<file path="config.mk">
export PLATFORM = sky130hd
export DESIGN_NAME = ordered_sequence_store
export DESIGN_NICKNAME = d
export VERILOG_FILES = /design/src/design/oss_pkg.sv /design/src/design/oss_control.sv /design/src/design/oss_datapath.sv /design/src/design/ordered_sequence_store.sv
export VERILOG_INCLUDE_DIRS = /design/src /design/src/design
export SDC_FILE = /design/constraint.sdc
export NUM_CORES = 2
export LEC_CHECK = 0
export ABC_AREA = 1
export BUFFER_PORTS_ARGS = -buffer_cell sky130_fd_sc_hd__buf_2
export CORE_MARGIN = 2
export CORE_UTILIZATION = 65
export DETAILED_ROUTE_END_ITERATION = 8
export GPL_TIMING_DRIVEN = 0
export MAX_ROUTING_LAYER = met4
export PLACE_DENSITY = 0.82
export SYNTH_ARGS = -nofsm -noshare
export SYNTH_HDL_FRONTEND = slang
export SYNTH_SLANG_ARGS = --single-unit
</file>
<file path="constraint.sdc">
create_clock -name clk -period 10.4 [get_ports clk]
set_clock_uncertainty 0.15 [all_clocks]
set_input_delay 1.56 -clock clk [delete_from_list [all_inputs] [get_ports clk]]
set_output_delay 1.56 -clock clk [all_outputs]
set_load 0.1 [all_outputs]
</file>
<file path="src/design/ordered_sequence_store_defines.svh">
// Assertion macros used by the top-level design file.
`ifndef ORDERED_SEQUENCE_STORE_DEFINES_SVH
`define ORDERED_SEQUENCE_STORE_DEFINES_SVH
`ifndef SYNTHESIS
`define OSS_ASSERT(lbl, clk, rst_n, prop) \
    lbl: assert property (@(posedge clk) disable iff (!rst_n) prop) \
        else $error("assertion failed");
`define OSS_ASSERT_NEXT(lbl, clk, rst_n, ante, cons) \
    lbl: assert property (@(posedge clk) disable iff (!rst_n) (ante) |=> (cons)) \
        else $error("assertion failed");
`else
`define OSS_ASSERT(lbl, clk, rst_n, prop)
`define OSS_ASSERT_NEXT(lbl, clk, rst_n, ante, cons)
`endif
`endif

</file>
<file path="src/design/oss_pkg.sv">
`default_nettype none
package oss_pkg;

    localparam int DEFAULT_CAPACITY = 32;

    localparam logic [3:0] OP_APPEND     = 4'd0;
    localparam logic [3:0] OP_REMOVE     = 4'd1;
    localparam logic [3:0] OP_INS_AFTER  = 4'd2;
    localparam logic [3:0] OP_INS_BEFORE = 4'd3;
    localparam logic [3:0] OP_READ       = 4'd4;
    localparam logic [3:0] OP_FIND_ALL   = 4'd5;
    localparam logic [3:0] OP_BSEARCH    = 4'd6;
    localparam logic [3:0] OP_SORT       = 4'd7;
    localparam logic [3:0] OP_DUMP       = 4'd8;

    localparam logic [1:0] ST_OK        = 2'd0;
    localparam logic [1:0] ST_NOT_FOUND = 2'd1;
    localparam logic [1:0] ST_FULL      = 2'd2;
    localparam logic [1:0] ST_RANGE     = 2'd3;

    // datapath micro-operations
    localparam logic [4:0] UOP_NOP       = 5'd0;
    localparam logic [4:0] UOP_LOAD      = 5'd1;
    localparam logic [4:0] UOP_EMIT_CODE = 5'd2;
    localparam logic [4:0] UOP_APPEND    = 5'd3;
    localparam logic [4:0] UOP_SCAN_RD   = 5'd4;
    localparam logic [4:0] UOP_SCAN_CHK  = 5'd5;
    localparam logic [4:0] UOP_FA_END    = 5'd6;
    localparam logic [4:0] UOP_RM_RD     = 5'd7;
    localparam logic [4:0] UOP_RM_WR     = 5'd8;
    localparam logic [4:0] UOP_RM_DONE   = 5'd9;
    localparam logic [4:0] UOP_INS_INIT  = 5'd10;
    localparam logic [4:0] UOP_INS_RD    = 5'd11;
    localparam logic [4:0] UOP_INS_WR    = 5'd12;
    localparam logic [4:0] UOP_INS_DONE  = 5'd13;
    localparam logic [4:0] UOP_READ_PIN  = 5'd14;
    localparam logic [4:0] UOP_EMIT_READ = 5'd15;
    localparam logic [4:0] UOP_BS_INIT   = 5'd16;
    localparam logic [4:0] UOP_BS_RD     = 5'd17;
    localparam logic [4:0] UOP_BS_CHK    = 5'd18;
    localparam logic [4:0] UOP_SORT_INIT = 5'd19;
    localparam logic [4:0] UOP_SORT_LD   = 5'd20;
    localparam logic [4:0] UOP_SORT_CMP  = 5'd21;
    localparam logic [4:0] UOP_SORT_END  = 5'd22;
    localparam logic [4:0] UOP_DUMP_RD   = 5'd23;
    localparam logic [4:0] UOP_DUMP_EMIT = 5'd24;

    typedef struct packed {
        logic [4:0] uop;
        logic [1:0] code;
    } cmd_t;

    typedef struct packed {
        logic [3:0] op;
        logic       full;
        logic       empty;
        logic       cnt_ge2;
        logic       pin_ok;
        logic       scan_done;
        logic       match;
        logic       pend;
        logic       ins_more;
        logic       bs_done;
        logic       sort_last;
        logic       lim_one;
        logic       dump_last;
    } stat_t;

endpackage
`default_nettype wire

</file>
<file path="src/design/oss_control.sv">
`default_nettype none
module oss_control (
    input  wire logic          clk,
    input  wire logic          rst_n,
    input  wire logic          start,
    input  wire oss_pkg::stat_t stat,
    output oss_pkg::cmd_t      cmd,
    output logic               busy
);

    localparam logic [4:0] S_IDLE     = 5'd0;
    localparam logic [4:0] S_DISPATCH = 5'd1;
    localparam logic [4:0] S_SCAN_RD  = 5'd2;
    localparam logic [4:0] S_SCAN_CHK = 5'd3;
    localparam logic [4:0] S_RM_RD    = 5'd4;
    localparam logic [4:0] S_RM_WR    = 5'd5;
    localparam logic [4:0] S_INS_INIT = 5'd6;
    localparam logic [4:0] S_INS_RD   = 5'd7;
    localparam logic [4:0] S_INS_WR   = 5'd8;
    localparam logic [4:0] S_READ_EM  = 5'd9;
    localparam logic [4:0] S_BS_RD    = 5'd10;
    localparam logic [4:0] S_BS_CHK   = 5'd11;
    localparam logic [4:0] S_SORT_LD  = 5'd12;
    localparam logic [4:0] S_SORT_CMP = 5'd13;
    localparam logic [4:0] S_SORT_END = 5'd14;
    localparam logic [4:0] S_SORT_FIN = 5'd15;
    localparam logic [4:0] S_DUMP_RD  = 5'd16;
    localparam logic [4:0] S_DUMP_EM  = 5'd17;

    logic [4:0] state_reg;
    logic [4:0] state_next;

    assign busy = (state_reg != S_IDLE);

    always_comb
    begin
        state_next = state_reg;
        cmd.uop    = oss_pkg::UOP_NOP;
        cmd.code   = oss_pkg::ST_OK;
        case (state_reg)
            S_IDLE:
            begin
                if (start)
                begin
                    cmd.uop    = oss_pkg::UOP_LOAD;
                    state_next = S_DISPATCH;
                end
            end
            S_DISPATCH:
            begin
                state_next = S_IDLE;
                case (stat.op)
                    oss_pkg::OP_APPEND:
                    begin
                        if (stat.full)
                        begin
                            cmd.uop  = oss_pkg::UOP_EMIT_CODE;
                            cmd.code = oss_pkg::ST_FULL;
                        end
                        else
                        begin
                            cmd.uop = oss_pkg::UOP_APPEND;
                        end
                    end
                    oss_pkg::OP_REMOVE, oss_pkg::OP_INS_AFTER, oss_pkg::OP_INS_BEFORE,
                    oss_pkg::OP_FIND_ALL:
                    begin
                        state_next = S_SCAN_RD;
                    end
                    oss_pkg::OP_READ:
                    begin
                        if (stat.pin_ok)
                        begin
                            cmd.uop    = oss_pkg::UOP_READ_PIN;
                            state_next = S_READ_EM;
                        end
                        else
                        begin
                            cmd.uop  = oss_pkg::UOP_EMIT_CODE;
                            cmd.code = oss_pkg::ST_RANGE;
                        end
                    end
                    oss_pkg::OP_BSEARCH:
                    begin
                        cmd.uop    = oss_pkg::UOP_BS_INIT;
                        state_next = S_BS_RD;
                    end
                    oss_pkg::OP_SORT:
                    begin
                        if (stat.cnt_ge2)
                        begin
                            cmd.uop    = oss_pkg::UOP_SORT_INIT;
                            state_next = S_SORT_LD;
                        end
                        else
                        begin
                            cmd.uop = oss_pkg::UOP_EMIT_CODE;
                        end
                    end
                    oss_pkg::OP_DUMP:
                    begin
                        if (stat.empty)
                        begin
                            cmd.uop  = oss_pkg::UOP_EMIT_CODE;
                            cmd.code = oss_pkg::ST_RANGE;
                        end
                        else
                        begin
                            state_next = S_DUMP_RD;
                        end
                    end
                    default:
                    begin
                        cmd.uop = oss_pkg::UOP_EMIT_CODE;
                    end
                endcase
            end
            S_SCAN_RD:
            begin
                if (stat.scan_done)
                begin
                    state_next = S_IDLE;
                    if (stat.op == oss_pkg::OP_FIND_ALL && stat.pend)
                    begin
                        cmd.uop = oss_pkg::UOP_FA_END;
                    end
                    else
                    begin
                        cmd.uop  = oss_pkg::UOP_EMIT_CODE;
                        cmd.code = oss_pkg::ST_NOT_FOUND;
                    end
                end
                else
                begin
                    cmd.uop    = oss_pkg::UOP_SCAN_RD;
                    state_next = S_SCAN_CHK;
                end
            end
            S_SCAN_CHK:
            begin
                cmd.uop    = oss_pkg::UOP_SCAN_CHK;
                state_next = S_SCAN_RD;
                if (stat.match && stat.op == oss_pkg::OP_REMOVE)
                begin
                    state_next = S_RM_RD;
                end
                else if (stat.match && stat.op != oss_pkg::OP_FIND_ALL)
                begin
                    state_next = S_INS_INIT;
                end
            end
            S_RM_RD:
            begin
                if (stat.scan_done)
                begin
                    cmd.uop    = oss_pkg::UOP_RM_DONE;
                    state_next = S_IDLE;
                end
                else
                begin
                    cmd.uop    = oss_pkg::UOP_RM_RD;
                    state_next = S_RM_WR;
                end
            end
            S_RM_WR:
            begin
                cmd.uop    = oss_pkg::UOP_RM_WR;
                state_next = S_RM_RD;
            end
            S_INS_INIT:
            begin
                if (stat.full)
                begin
                    cmd.uop    = oss_pkg::UOP_EMIT_CODE;
                    cmd.code   = oss_pkg::ST_FULL;
                    state_next = S_IDLE;
                end
                else
                begin
                    cmd.uop    = oss_pkg::UOP_INS_INIT;
                    state_next = S_INS_RD;
                end
            end
            S_INS_RD:
            begin
                if (stat.ins_more)
                begin
                    cmd.uop    = oss_pkg::UOP_INS_RD;
                    state_next = S_INS_WR;
                end
                else
                begin
                    cmd.uop    = oss_pkg::UOP_INS_DONE;
                    state_next = S_IDLE;
                end
            end
            S_INS_WR:
            begin
                cmd.uop    = oss_pkg::UOP_INS_WR;
                state_next = S_INS_RD;
            end
            S_READ_EM:
            begin
                cmd.uop    = oss_pkg::UOP_EMIT_READ;
                state_next = S_IDLE;
            end
            S_BS_RD:
            begin
                if (stat.bs_done)
                begin
                    cmd.uop    = oss_pkg::UOP_EMIT_CODE;
                    cmd.code   = oss_pkg::ST_NOT_FOUND;
                    state_next = S_IDLE;
                end
                else
                begin
                    cmd.uop    = oss_pkg::UOP_BS_RD;
                    state_next = S_BS_CHK;
                end
            end
            S_BS_CHK:
            begin
                cmd.uop    = oss_pkg::UOP_BS_CHK;
                state_next = stat.match ? S_IDLE : S_BS_RD;
            end
            S_SORT_LD:
            begin
                cmd.uop    = oss_pkg::UOP_SORT_LD;
                state_next = S_SORT_CMP;
            end
            S_SORT_CMP:
            begin
                cmd.uop = oss_pkg::UOP_SORT_CMP;
                if (stat.sort_last)
                begin
                    state_next = S_SORT_END;
                end
            end
            S_SORT_END:
            begin
                cmd.uop    = oss_pkg::UOP_SORT_END;
                state_next = stat.lim_one ? S_SORT_FIN : S_SORT_LD;
            end
            S_SORT_FIN:
            begin
                cmd.uop    = oss_pkg::UOP_EMIT_CODE;
                state_next = S_IDLE;
            end
            S_DUMP_RD:
            begin
                cmd.uop    = oss_pkg::UOP_DUMP_RD;
                state_next = S_DUMP_EM;
            end
            S_DUMP_EM:
            begin
                cmd.uop    = oss_pkg::UOP_DUMP_EMIT;
                state_next = stat.dump_last ? S_IDLE : S_DUMP_RD;
            end
            default:
            begin
                state_next = S_IDLE;
            end
        endcase
    end

    always_ff @(posedge clk or negedge rst_n)
    begin
        if (!rst_n)
        begin
            state_reg <= S_IDLE;
        end
        else
        begin
            state_reg <= state_next;
        end
    end

endmodule
`default_nettype wire

</file>
<file path="src/design/oss_datapath.sv">
`default_nettype none
module oss_datapath #(
    parameter int CAPACITY = oss_pkg::DEFAULT_CAPACITY
) (
    input  wire logic               clk,
    input  wire logic               rst_n,
    input  wire oss_pkg::cmd_t      cmd,
    output oss_pkg::stat_t          stat,
    input  wire logic [3:0]         operation,
    input  wire logic signed [31:0] key,
    input  wire logic signed [31:0] new_value,
    input  wire logic [4:0]         position_in,
    output logic                    valid,
    output logic signed [31:0]      element,
    output logic [4:0]              position,
    output logic                    found,
    output logic [1:0]              status,
    output logic [5:0]              count,
    output logic                    last
);

    localparam int CNT_W = $clog2(CAPACITY + 1);
    localparam int IDX_W = $clog2(CAPACITY);

    logic signed [31:0] mem [CAPACITY];
    logic signed [31:0] rd_data;

    logic [3:0]         op_reg, op_next;
    logic signed [31:0] key_reg, key_next;
    logic signed [31:0] nv_reg, nv_next;
    logic [4:0]         pin_reg, pin_next;
    logic [CNT_W-1:0]   cnt_reg, cnt_next;
    logic [CNT_W-1:0]   idx_reg, idx_next;
    logic [CNT_W-1:0]   mpos_reg, mpos_next;
    logic [CNT_W-1:0]   lo_reg, lo_next;
    logic [CNT_W-1:0]   lim_reg, lim_next;
    logic signed [31:0] cur_reg, cur_next;
    logic               pend_reg, pend_next;

    logic               valid_reg;
    logic signed [31:0] el_reg;
    logic [4:0]         pos_reg;
    logic               found_reg;
    logic [1:0]         st_reg;
    logic [5:0]         cnt_out_reg;
    logic               last_reg;

    logic               emit;
    logic signed [31:0] e_el;
    logic [CNT_W-1:0]   e_pos;
    logic               e_found;
    logic [1:0]         e_st;
    logic               e_last;

    logic               we, re;
    logic [IDX_W-1:0]   wa, ra;
    logic signed [31:0] wd;

    logic [CNT_W-1:0]   idx_inc;
    logic [CNT_W-1:0]   ins_tgt;
    logic [CNT_W:0]     mid_sum;
    logic [CNT_W-1:0]   mid;
    logic [31:0]        pin_w;
    logic [31:0]        pos_w;
    logic [31:0]        cnt_w;
    logic               swap;

    assign idx_inc = idx_reg + CNT_W'(1);
    assign ins_tgt = mpos_reg + CNT_W'(op_reg == oss_pkg::OP_INS_AFTER);
    assign mid_sum = {1'b0, lo_reg} + {1'b0, lim_reg} - (CNT_W + 1)'(1);
    assign mid     = mid_sum[CNT_W:1];
    assign pin_w   = 32'(pin_reg);
    assign swap    = cur_reg > rd_data;

    always_comb
    begin
        stat.op        = op_reg;
        stat.full      = (cnt_reg == CNT_W'(CAPACITY));
        stat.empty     = (cnt_reg == '0);
        stat.cnt_ge2   = (cnt_reg >= CNT_W'(2));
        stat.pin_ok    = (pin_w < 32'(cnt_reg));
        stat.scan_done = (idx_reg >= cnt_reg);
        stat.match     = (rd_data == key_reg);
        stat.pend      = pend_reg;
        stat.ins_more  = (idx_reg > ins_tgt);
        stat.bs_done   = (lo_reg >= lim_reg);
        stat.sort_last = (idx_inc == lim_reg);
        stat.lim_one   = (lim_reg == CNT_W'(1));
        stat.dump_last = (idx_inc == cnt_reg);
    end

    always_comb
    begin
        op_next   = op_reg;
        key_next  = key_reg;
        nv_next   = nv_reg;
        pin_next  = pin_reg;
        cnt_next  = cnt_reg;
        idx_next  = idx_reg;
        mpos_next = mpos_reg;
        lo_next   = lo_reg;
        lim_next  = lim_reg;
        cur_next  = cur_reg;
        pend_next = pend_reg;
        emit      = 1'b0;
        e_el      = '0;
        e_pos     = '0;
        e_found   = 1'b0;
        e_st      = oss_pkg::ST_OK;
        e_last    = 1'b1;
        we        = 1'b0;
        re        = 1'b0;
        wa        = '0;
        ra        = '0;
        wd        = '0;
        case (cmd.uop)
            oss_pkg::UOP_LOAD:
            begin
                op_next   = operation;
                key_next  = key;
                nv_next   = new_value;
                pin_next  = position_in;
                idx_next  = '0;
                pend_next = 1'b0;
            end
            oss_pkg::UOP_EMIT_CODE:
            begin
                emit = 1'b1;
                e_st = cmd.code;
            end
            oss_pkg::UOP_APPEND:
            begin
                we       = 1'b1;
                wa       = cnt_reg[IDX_W-1:0];
                wd       = nv_reg;
                cnt_next = cnt_reg + CNT_W'(1);
                emit     = 1'b1;
                e_pos    = cnt_reg;
            end
            oss_pkg::UOP_SCAN_RD, oss_pkg::UOP_RM_RD, oss_pkg::UOP_DUMP_RD:
            begin
                re = 1'b1;
                ra = idx_reg[IDX_W-1:0];
            end
            oss_pkg::UOP_SCAN_CHK:
            begin
                idx_next = idx_inc;
                if (rd_data == key_reg)
                begin
                    mpos_next = idx_reg;
                    pend_next = 1'b1;
                    // previous match is now known not to be the final one
                    if (op_reg == oss_pkg::OP_FIND_ALL && pend_reg)
                    begin
                        emit    = 1'b1;
                        e_el    = key_reg;
                        e_pos   = mpos_reg;
                        e_found = 1'b1;
                        e_last  = 1'b0;
                    end
                end
            end
            oss_pkg::UOP_FA_END:
            begin
                emit    = 1'b1;
                e_el    = key_reg;
                e_pos   = mpos_reg;
                e_found = 1'b1;
            end
            oss_pkg::UOP_RM_WR:
            begin
                we       = 1'b1;
                wa       = IDX_W'(idx_reg - CNT_W'(1));
                wd       = rd_data;
                idx_next = idx_inc;
            end
            oss_pkg::UOP_RM_DONE:
            begin
                cnt_next = cnt_reg - CNT_W'(1);
                emit     = 1'b1;
                e_el     = key_reg;
                e_pos    = mpos_reg;
                e_found  = 1'b1;
            end
            oss_pkg::UOP_INS_INIT:
            begin
                idx_next = cnt_reg;
            end
            oss_pkg::UOP_INS_RD:
            begin
                re = 1'b1;
                ra = IDX_W'(idx_reg - CNT_W'(1));
            end
            oss_pkg::UOP_INS_WR:
            begin
                we       = 1'b1;
                wa       = idx_reg[IDX_W-1:0];
                wd       = rd_data;
                idx_next = idx_reg - CNT_W'(1);
            end
            oss_pkg::UOP_INS_DONE:
            begin
                we       = 1'b1;
                wa       = ins_tgt[IDX_W-1:0];
                wd       = nv_reg;
                cnt_next = cnt_reg + CNT_W'(1);
                emit     = 1'b1;
                e_pos    = ins_tgt;
            end
            oss_pkg::UOP_READ_PIN:
            begin
                re = 1'b1;
                ra = pin_w[IDX_W-1:0];
            end
            oss_pkg::UOP_EMIT_READ:
            begin
                emit    = 1'b1;
                e_el    = rd_data;
                e_pos   = CNT_W'(pin_w);
                e_found = 1'b1;
            end
            oss_pkg::UOP_BS_INIT:
            begin
                lo_next  = '0;
                lim_next = cnt_reg;
            end
            oss_pkg::UOP_BS_RD:
            begin
                re = 1'b1;
                ra = mid[IDX_W-1:0];
            end
            oss_pkg::UOP_BS_CHK:
            begin
                if (rd_data == key_reg)
                begin
                    emit    = 1'b1;
                    e_el    = key_reg;
                    e_pos   = mid;
                    e_found = 1'b1;
                end
                else if (rd_data < key_reg)
                begin
                    lo_next = mid + CNT_W'(1);
                end
                else
                begin
                    lim_next = mid;
                end
            end
            oss_pkg::UOP_SORT_INIT:
            begin
                idx_next = '0;
                lim_next = cnt_reg - CNT_W'(1);
                re       = 1'b1;
            end
            oss_pkg::UOP_SORT_LD:
            begin
                cur_next = rd_data;
                re       = 1'b1;
                ra       = idx_inc[IDX_W-1:0];
            end
            oss_pkg::UOP_SORT_CMP:
            begin
                // smaller value settles here, larger one travels on
                we       = 1'b1;
                wa       = idx_reg[IDX_W-1:0];
                wd       = swap ? rd_data : cur_reg;
                cur_next = swap ? cur_reg : rd_data;
                idx_next = idx_inc;
                if (idx_inc != lim_reg)
                begin
                    re = 1'b1;
                    ra = IDX_W'(idx_reg + CNT_W'(2));
                end
            end
            oss_pkg::UOP_SORT_END:
            begin
                we       = 1'b1;
                wa       = lim_reg[IDX_W-1:0];
                wd       = cur_reg;
                lim_next = lim_reg - CNT_W'(1);
                idx_next = '0;
                re       = 1'b1;
            end
            oss_pkg::UOP_DUMP_EMIT:
            begin
                emit     = 1'b1;
                e_el     = rd_data;
                e_pos    = idx_reg;
                e_found  = 1'b1;
                e_last   = (idx_inc == cnt_reg);
                idx_next = idx_inc;
            end
            default:
            begin
            end
        endcase
    end

    assign pos_w = 32'(e_pos);
    assign cnt_w = 32'(cnt_next);

    always_ff @(posedge clk)
    begin
        if (we)
        begin
            mem[wa] <= wd;
        end
        if (re)
        begin
            rd_data <= mem[ra];
        end
    end

    always_ff @(posedge clk or negedge rst_n)
    begin
        if (!rst_n)
        begin
            cnt_reg   <= '0;
            valid_reg <= 1'b0;
            pend_reg  <= 1'b0;
        end
        else
        begin
            cnt_reg   <= cnt_next;
            valid_reg <= emit;
            pend_reg  <= pend_next;
        end
    end

    always_ff @(posedge clk)
    begin
        op_reg   <= op_next;
        key_reg  <= key_next;
        nv_reg   <= nv_next;
        pin_reg  <= pin_next;
        idx_reg  <= idx_next;
        mpos_reg <= mpos_next;
        lo_reg   <= lo_next;
        lim_reg  <= lim_next;
        cur_reg  <= cur_next;
        if (emit)
        begin
            el_reg      <= e_el;
            pos_reg     <= pos_w[4:0];
            found_reg   <= e_found;
            st_reg      <= e_st;
            cnt_out_reg <= cnt_w[5:0];
            last_reg    <= e_last;
        end
    end

    assign valid    = valid_reg;
    assign element  = el_reg;
    assign position = pos_reg;
    assign found    = found_reg;
    assign status   = st_reg;
    assign count    = cnt_out_reg;
    assign last     = last_reg;

endmodule
`default_nettype wire

</file>
<file path="src/design/ordered_sequence_store.sv">
`default_nettype none
// Channel   Direction  Handshake                  Payload
// request   in         start, busy                operation, key, new_value, position_in
// result    out        valid (one-cycle strobe)   element, position, found, status,
//                                                 count, last
//
// A request is taken when start is high and busy is low; busy drops in the cycle
// that the last result is on the ports. Remove, insert, find all and dump walk the
// stored elements one at a time, binary search halves its range step by step, and sort
// makes repeated passes over the elements, all through the element memory with one
// write port and one registered read port.
// rst_n clears the count and the controller; the receiver cannot stall results.
`include "ordered_sequence_store_defines.svh"
module ordered_sequence_store #(
    parameter int CAPACITY = oss_pkg::DEFAULT_CAPACITY
) (
    input  wire logic               clk,
    input  wire logic               rst_n,
    input  wire logic               start,
    output logic                    busy,
    input  wire logic [3:0]         operation,
    input  wire logic signed [31:0] key,
    input  wire logic signed [31:0] new_value,
    input  wire logic [4:0]         position_in,
    output logic                    valid,
    output logic signed [31:0]      element,
    output logic [4:0]              position,
    output logic                    found,
    output logic [1:0]              status,
    output logic [5:0]              count,
    output logic                    last
);

    oss_pkg::cmd_t  cmd;
    oss_pkg::stat_t stat;

    oss_control u_control (
        .clk   (clk),
        .rst_n (rst_n),
        .start (start),
        .stat  (stat),
        .cmd   (cmd),
        .busy  (busy)
    );

    oss_datapath #(
        .CAPACITY (CAPACITY)
    ) u_datapath (
        .clk         (clk),
        .rst_n       (rst_n),
        .cmd         (cmd),
        .stat        (stat),
        .operation   (operation),
        .key         (key),
        .new_value   (new_value),
        .position_in (position_in),
        .valid       (valid),
        .element     (element),
        .position    (position),
        .found       (found),
        .status      (status),
        .count       (count),
        .last        (last)
    );

    `OSS_ASSERT_NEXT(a_accept_busy, clk, rst_n, start && !busy, busy)
    `OSS_ASSERT(a_more_busy, clk, rst_n, valid && !last |-> busy)
    `OSS_ASSERT(a_found_ok, clk, rst_n, valid && found |-> status == oss_pkg::ST_OK)
    `OSS_ASSERT(a_err_last, clk, rst_n, valid && status != oss_pkg::ST_OK |-> last)

endmodule
`default_nettype wire

</file>
**Word-level counts from Yosys, hierarchy flattened**

Memories as Yosys holds them, arrays and structs flattened. A register that Yosys moved wholly into a read port is not among the register bits.
Cells that the tools add are included.

- Memories: 1
- Bits in writable memories: 1,024
- Output and inout bits: 49
- Register bits after elaboration: 189
- Input port bits: 76
- Logic and storage cells: 206

- Multiplexer cells: 75
- $add $sub $neg: 10
- Reduce and logical (&&, ||, !) cells: 31
- Magnitude comparators: 7
- Equal/unequal tests: 63

Memory list:

| memory | words | bits a word | rd ports | clocked after Yosys merged registers in | write ports | RTL line | source |
|---|---|---|---|---|---|---|---|
| u_datapath.mem | 32 | 32 | 1 | 1 | 1 | oss_datapath.sv:25 | `logic signed [31:0] mem [CAPACITY];` |

Operators with widths:

| operator | number |
|---|---|
| 32-bit case mux with 4 select lines | 2 |
| 32-bit two-way mux | 5 |
| 5-bit case mux with 18 select lines | 1 |
| 5-bit by 4-bit equality test with 1-bit output (second input constant) | 16 |
| 5-bit case mux with 16 select lines | 1 |
| 32-bit case mux with 2 select lines | 1 |
| 5-bit case mux with 6 select lines | 2 |
| 5-bit equality test (second input constant) | 11 |
| 5-bit two-way mux | 11 |
| 5-bit case mux with 5 select lines | 2 |
| 6-bit case mux with 4 select lines | 2 |
| 5-bit by 3-bit equality test with 1-bit output (second input constant) | 8 |
| 4-bit two-way mux | 9 |
| 5-bit case mux with 7 select lines | 1 |
| 32-bit equality test | 1 |
| 32-bit > comparator | 1 |
| 32-bit less-than comparator | 1 |
| 6-bit two-way mux | 4 |
| 6-bit case mux with 2 select lines | 2 |
| 5-bit by 2-bit equality test with 1-bit output (second input constant) | 4 |
| 6-bit by 1-bit adder with 6-bit output (second input constant) | 3 |
| 3-bit two-way mux | 6 |
| 6-bit by 1-bit subtractor with 6-bit output (second input constant) | 3 |
| 4-bit by 3-bit equality test with 1-bit output (second input constant) | 4 |
| 40 further kinds | 85 |

**Depth between registers and ports, before layout**

- Depth after elaboration: 10
- Mapped depth: 29

**By module**

From an unflattened synthesis, not the netlist that was laid out.

- Cell total of the unflattened synthesis: 5,571
- Area total of the unflattened synthesis: 57,939.3 µm²

Modules (own cells, without submodules):

| module | times used | area each (µm²) | cells each | seq. area each (µm²) |
|---|---|---|---|---|
| oss_datapath | 1 | 57,059.7 | 5,409 | 37,195.7 |
| oss_control | 1 | 879.6 | 162 | 125.1 |

**Worst setup path after synthesis**

OpenSTA, ideal clock, no wires.

- Path type: in2reg
- From: in start
- To: reg u_datapath.cnt_out_reg[0] (netlist: u_datapath.count[0]), enable pin
- Setup time: 0.703 ns
- Path slack: 2.877 ns
- Buffers on the path: 1
- Stages: 10
- Arrival time: 6.669 ns
- Data required time: 9.547 ns
- Path through: inv_1 > nor2_1 > nor4_1 > nand3_1 > nor2_1 > nand3_1 > nand4_1 > buf_2 > inv_1 > nand3_1

- Longest elaborated chain between the ends: 5
- Elaborated cells on any way between the ends: 13
- Classes of those cells: eq/ne: 9; mux: 3; reduce/logical: 1

RTL lines:

| item | RTL line | source |
|---|---|---|
| from (decl) | ordered_sequence_store.sv:19 | `input wire logic start,` |
| 1-bit two-way mux * | oss_control.sv:43 | `if (start)` |
| 5-bit case mux with 18 select lines * | oss_control.sv:40 | `case (state_reg)` |
| 5-bit by 3-bit equality test with 1-bit output (tied with other cells) | oss_datapath.sv:116 | `case (cmd.uop)` |
| 7-bit OR reduction (no line) | - |  |
| 1-bit case mux with 3 select lines * | oss_datapath.sv:116 |  |
| via u_datapath.emit | oss_datapath.sv:48 | `logic emit;` |
| to (signal assigned) | oss_datapath.sv:348 | `cnt_out_reg <= cnt_w[5:0];` |
| to (decl) | oss_datapath.sv:45 | `logic [5:0] cnt_out_reg;` |

The timed path passes the listed nets; every way through them passes the cells marked *.
A chain may end at the register's enable or synchronous reset.

**Worst setup path in the final report**

- From: reg u_datapath.op_reg[3]
- To: reg u_datapath.rd_data[7], read port of u_datapath.mem (data pin)

- Longest elaborated chain between the ends: 8
- Elaborated cells on any way between the ends: 32
- Classes of those cells: add/sub: 1; order compare: 1; eq/ne: 18; mux: 7; reduce/logical: 5

RTL lines:

| item | RTL line | source |
|---|---|---|
| from (decl) | oss_datapath.sv:28 | `logic [3:0] op_reg, op_next;` |
| from (signal assigned) | oss_datapath.sv:333 | `op_reg <= op_next;` |
| 4-bit by 2-bit equality test with 1-bit output or 4-bit by 3-bit equality test with 1-bit output (tied branches) | oss_control.sv:52, oss_datapath.sv:69, oss_control.sv:123 |  |
| 6-bit by 1-bit adder with 6-bit output or 1-bit logical AND (tied branches) | oss_datapath.sv:69, oss_control.sv:123 |  |
| 6-bit > comparator or 3-bit two-way mux (tied branches) | oss_datapath.sv:85, oss_control.sv:123 |  |
| 3-bit two-way mux, on equally long branches | oss_control.sv:186, oss_control.sv:120 |  |
| 5-bit case mux with 18 select lines * | oss_control.sv:40 |  |
| 5-bit equality test (tied with other cells) | oss_datapath.sv:116 |  |
| 9-bit OR reduction (no line) or 3-bit OR reduction (tied branches) | - |  |
| 1-bit case mux with 2 select lines or 5-bit case mux with 6 select lines (tied branches) | oss_datapath.sv:116 |  |
| to (decl) | oss_datapath.sv:26 | `logic signed [31:0] rd_data;` |

Every way passes the cells marked *; elsewhere a longest branch is shown, timed or not.

==> run summary <==
Power and ir drop
• **peak supply drop** 0.388 mV
• **cell internal power dissipation** 11,000 uW
• **clock group share of total power** 0.223
• **leakage** 0.0273 uW
• **proportion of power drawn by combinational gates** 0.428
• **sequential cell fraction of total power** 0.349
• **power density over the cells** 299 mW/mm^2
• **total power after layout** 19,600 uW
• **net switching power** 8630 uW
• **sw frac** 0.440

STA
• **post-route minimum period** 5.83 ns
• **sum of negative setup slack** 0 ns
• **Worst Tran Pin Value** 1.30 ns
• **count of final max-slew check failures** 0
• **number of setup violations in the final report** 0
• **upper clock frequency limit** 172 MHz
• **RSZ-0062 raised after global routing** no
• **Final Hold Vio Count** 0
• **ratio of final minimum period to clock period** 0.560
• **Max-Slew Margin vs Limit** 0.132

Logic synthesis
• **number of library cell types mapped by synthesis** 50
• **area share of xor/xnor cells in the synthesized design** 0.00379
• **count of state elements after synthesis** 1,245
• **synthesis warning total** 0
• **top cells by area, synth** sky130_fd_sc_hd__edfxtp_1 (64%), sky130_fd_sc_hd__nand3_1 (10%), sky130_fd_sc_hd__nand2_1 (7.9%)
• **Top FF cell, synth** sky130_fd_sc_hd__edfxtp_1
• **fraction of synthesis flops using an asynchronous set or reset pin** 0.0104
• **largest area contributor in the synthesized netlist** sky130_fd_sc_hd__edfxtp_1
• **sequential element share of the synthesized area** 0.646
• **post-synthesis share of cell area spent on and, or, nand and nor gates** 0.228
• **area share of the largest cell type after synthesis** 0.641
• **post-synthesis cell area** 0.0577 mm^2
• **portion of netlist area occupied by mux cells** 0
• **Synthesized Nets** 5,682
• **synthesized-area fraction occupied by adder cells** 0.0242
• **combinational family with the most area after synthesis** simple AND/OR/NAND/NOR gates
• **instance count of the mapped netlist** 5,495
• **number of enable flip-flop cells after synthesis** 1,232
• **compound-cell area share of the yosys netlist** 0.0182
• **average cell area after synthesis** 10.5 um^2

Clocking
• **buffer depth of the longest clock path** 3
• **root buffer selected by CTS** sky130_fd_sc_hd__clkbuf_16
• **Clock transition at path regs** 0.06 ns
• **number of buffers added by the clock tree synthesis step** 121
• **clock latency reported for the late side of the worst-skew pair** 0.74 ns
• **Num Clock Sinks** 1,245
• **count of hold-fix buffers inserted at cts** 0
• **number of buffers inserted by post-CTS setup repair** 0
• **# resized after CTS** 0
• **CTS tree** yes
• **H-tree levels** 3

Die
• **initial core utilization** 0.654
• **Core Footprint** 0.0882 mm^2
• **count of standard-cell rows** 109
• **Die Height** 302 um
• **I/O pin count** 125
• **Die Span X** 302 um
• **area of the die** 0.0912 mm^2

Routing
• **routed via count** 45,200
• **initial drt markers** 8,534
• **# DRC** 0
• **wire per inst** 26.8 um
• **count of TritonRoute iterations in the first routing pass** 7
• **wire length after detailed routing** 190 mm
• **count of nets left with antenna violations after detail routing** 0
• **average via count per standard cell** 6.38

Setup path
• **crit path launch type** flop
• **capturing element type of the critical path** flop
• **Setup Crit Path Kind** reg2reg
• **worst path arrival time** 6.16 ns
• **CP max FO** 10
• **Required @ worst endpoint** 10.74 ns
• **number of cell instances on the worst register-to-register path** 23

Final layout
• **Post-layout nets** 5,989
• **synthesis-to-layout area growth** 13.6%
• **fraction of layout cells with a size suffix above 1** 0.122
• **register with the most flip-flops** u_datapath.mem
• **number of flip-flops in the largest register** 1,024
• **utilization of the core after routing** 0.743
• **layout filler cell count** 5,671

Worst hold path
• **worst min-delay path class** reg2reg
• **Cells on Worst Hold Path** 0

Place
• **quantity of I/O buffers inserted on ports** 124
• **Routability Congestion** 1.04
• **Final HPWL DP** 131 mm

Global route
• **pin count of the biggest net entering global routing** 33
• **overflow left after global routing** 0
• **antenna violations before repair** 8
• **global-route usage over all layers** 0.426
• **vias in the first global route** 42,700
• **first-pass GRT wire length** 271 mm

Run status
• **result of the run** completed

Job
• **reported max-cap violation count** 0

cell families after synthesis:
family,count (synthesis)
and+or+nand+nor,2829
buffers and inverters,1110
DFF,1245
adders and majority gates,111
AOI/OAI and AO/OA,175
xor gates and xnor gates,25
final cells by class:
cell class	count	area, um^2	area share
Clock buffer	148	3130	0.0477
Timing Repair Buffer	184	2060	0.0314
Sequential cell	1245	37300	0.569
Tap cell	1165	1460	0.0222
Clock inverter	79	761	0.0116
Buffer	296	1520	0.0232
Antenna cell	12	30.0	0.000458
Inverter	814	3060	0.0466
Multi-Input combinational cell	3140	16300	0.248
cell usage in the layout (no fill, tap or decap), types with 20 or more instances in the layout:
master	n
sky130_fd_sc_hd__nor2_4	36
sky130_fd_sc_hd__a21oi_1	49
sky130_fd_sc_hd__edfxtp_1	1232
sky130_fd_sc_hd__buf_2	364
sky130_fd_sc_hd__nand2_1	1214
sky130_fd_sc_hd__ha_1	110
sky130_fd_sc_hd__o21ai_0	35
sky130_fd_sc_hd__nor2_1	94
sky130_fd_sc_hd__buf_16	32
sky130_fd_sc_hd__clkbuf_1	52
sky130_fd_sc_hd__clkinv_1	42
sky130_fd_sc_hd__clkbuf_16	121
sky130_fd_sc_hd__nand3_2	37
sky130_fd_sc_hd__xor2_1	20
sky130_fd_sc_hd__o21ai_1	27
sky130_fd_sc_hd__buf_12	28
sky130_fd_sc_hd__inv_1	797
sky130_fd_sc_hd__nand3b_1	227
sky130_fd_sc_hd__nand3_1	1154
metal layers:
layer | routed length, um | part of all wire | up-vias | global-route usage
met5 | 0 | 0 | - | -
met4 | 11500 | 0.061 | 0 | 0.219
met3 | 32600 | 0.17 | 697 | 0.142
met2 | 79500 | 0.42 | 3950 | 0.590
met1 | 66300 | 0.35 | 21200 | 0.562
li1 | - | - | 19300 | -
per-stage QoR:
stage	setup slack [ns]	hold slack, ns	area [um^2]	instances
after floorplan	2.88	0.308	57700	5495
after global placement	-0.0401	0.383	59800	6784
after detailed placement	4.85	0.378	61700	6844
after CTS	4.86	0.395	65600	7071
after global routing	4.31	0.415	65600	7080
final	4.57	0.399	65600	7083
cell usage after synthesis, types with 4 or more instances:
cell	n
sky130_fd_sc_hd__a211oi_1	7
sky130_fd_sc_hd__a21o_1	4
sky130_fd_sc_hd__a21oi_1	49
sky130_fd_sc_hd__a22oi_1	4
sky130_fd_sc_hd__buf_1	7
sky130_fd_sc_hd__buf_2	240
sky130_fd_sc_hd__buf_4	18
sky130_fd_sc_hd__buf_6	6
sky130_fd_sc_hd__clkbuf_1	25
sky130_fd_sc_hd__dfrtp_1	13
sky130_fd_sc_hd__edfxtp_1	1232
sky130_fd_sc_hd__ha_1	110
sky130_fd_sc_hd__inv_1	797
sky130_fd_sc_hd__inv_2	15
sky130_fd_sc_hd__nand2_1	1214
sky130_fd_sc_hd__nand2_2	4
sky130_fd_sc_hd__nand3_1	1187
sky130_fd_sc_hd__nand3_2	4
sky130_fd_sc_hd__nand3b_1	227
sky130_fd_sc_hd__nand4_1	17
sky130_fd_sc_hd__nor2_1	127
sky130_fd_sc_hd__nor2_2	5
sky130_fd_sc_hd__nor3_1	18
sky130_fd_sc_hd__nor4_1	5
sky130_fd_sc_hd__o211ai_1	6
sky130_fd_sc_hd__o21a_1	4
sky130_fd_sc_hd__o21ai_0	35
sky130_fd_sc_hd__o21ai_1	27
sky130_fd_sc_hd__o221ai_1	11
sky130_fd_sc_hd__o22ai_1	9
sky130_fd_sc_hd__or2_2	11
sky130_fd_sc_hd__xnor2_1	5
sky130_fd_sc_hd__xor2_1	20
power groups by stage:
stage	Clock, uW	Combinational [uW]	Sequential, uW
detailed placement	0	7820	6910
global route	4530	8690	6860
finish	4370	8380	6840
global placement	0	7250	7020
CTS	4350	7920	6830
floorplan	0	3990	7570
worst paths after layout:
kind,from,endpoint,slack [ns]
worst max-delay path,u_datapath.op_reg[3],u_datapath.rd_data[7],4.57
worst min-delay path,u_datapath.rd_data[17],u_datapath.cur_reg[17],0.40
worst max register to register,u_datapath.op_reg[3],u_datapath.rd_data[7],4.57
worst min register to register,u_datapath.rd_data[17],u_datapath.cur_reg[17],0.40
max in group asynchronous,rst_n,u_datapath.cnt_reg[4],9.14
min in group asynchronous,rst_n,u_datapath.valid,0.62
critical path, cell delays in order (launching register included):
cell and delay [ns]:
sky130_fd_sc_hd__edfxtp_1 0.43, sky130_fd_sc_hd__inv_1 0.10, sky130_fd_sc_hd__nand2_1 0.14, sky130_fd_sc_hd__nor2_1 0.21, sky130_fd_sc_hd__ha_1 0.20, sky130_fd_sc_hd__ha_1 0.20, sky130_fd_sc_hd__nand3_1 0.10, sky130_fd_sc_hd__xor2_1 0.18
sky130_fd_sc_hd__ha_1 0.31, sky130_fd_sc_hd__nand2_1 0.05, sky130_fd_sc_hd__nor2_1 0.14, sky130_fd_sc_hd__nand2_1 0.07, sky130_fd_sc_hd__nand3_1 0.10, sky130_fd_sc_hd__nand3_1 0.29, sky130_fd_sc_hd__o22ai_1 0.22, sky130_fd_sc_hd__nor2_1 0.08
sky130_fd_sc_hd__nand3_1 0.14, sky130_fd_sc_hd__clkbuf_1 0.93, sky130_fd_sc_hd__buf_2 0.44, sky130_fd_sc_hd__nand3_1 0.24, sky130_fd_sc_hd__nand3_1 0.36, sky130_fd_sc_hd__nand2_1 0.29, sky130_fd_sc_hd__nand2_1 0.16, sky130_fd_sc_hd__nand2_1 0.05
Power figures use the tool's default switching activity.
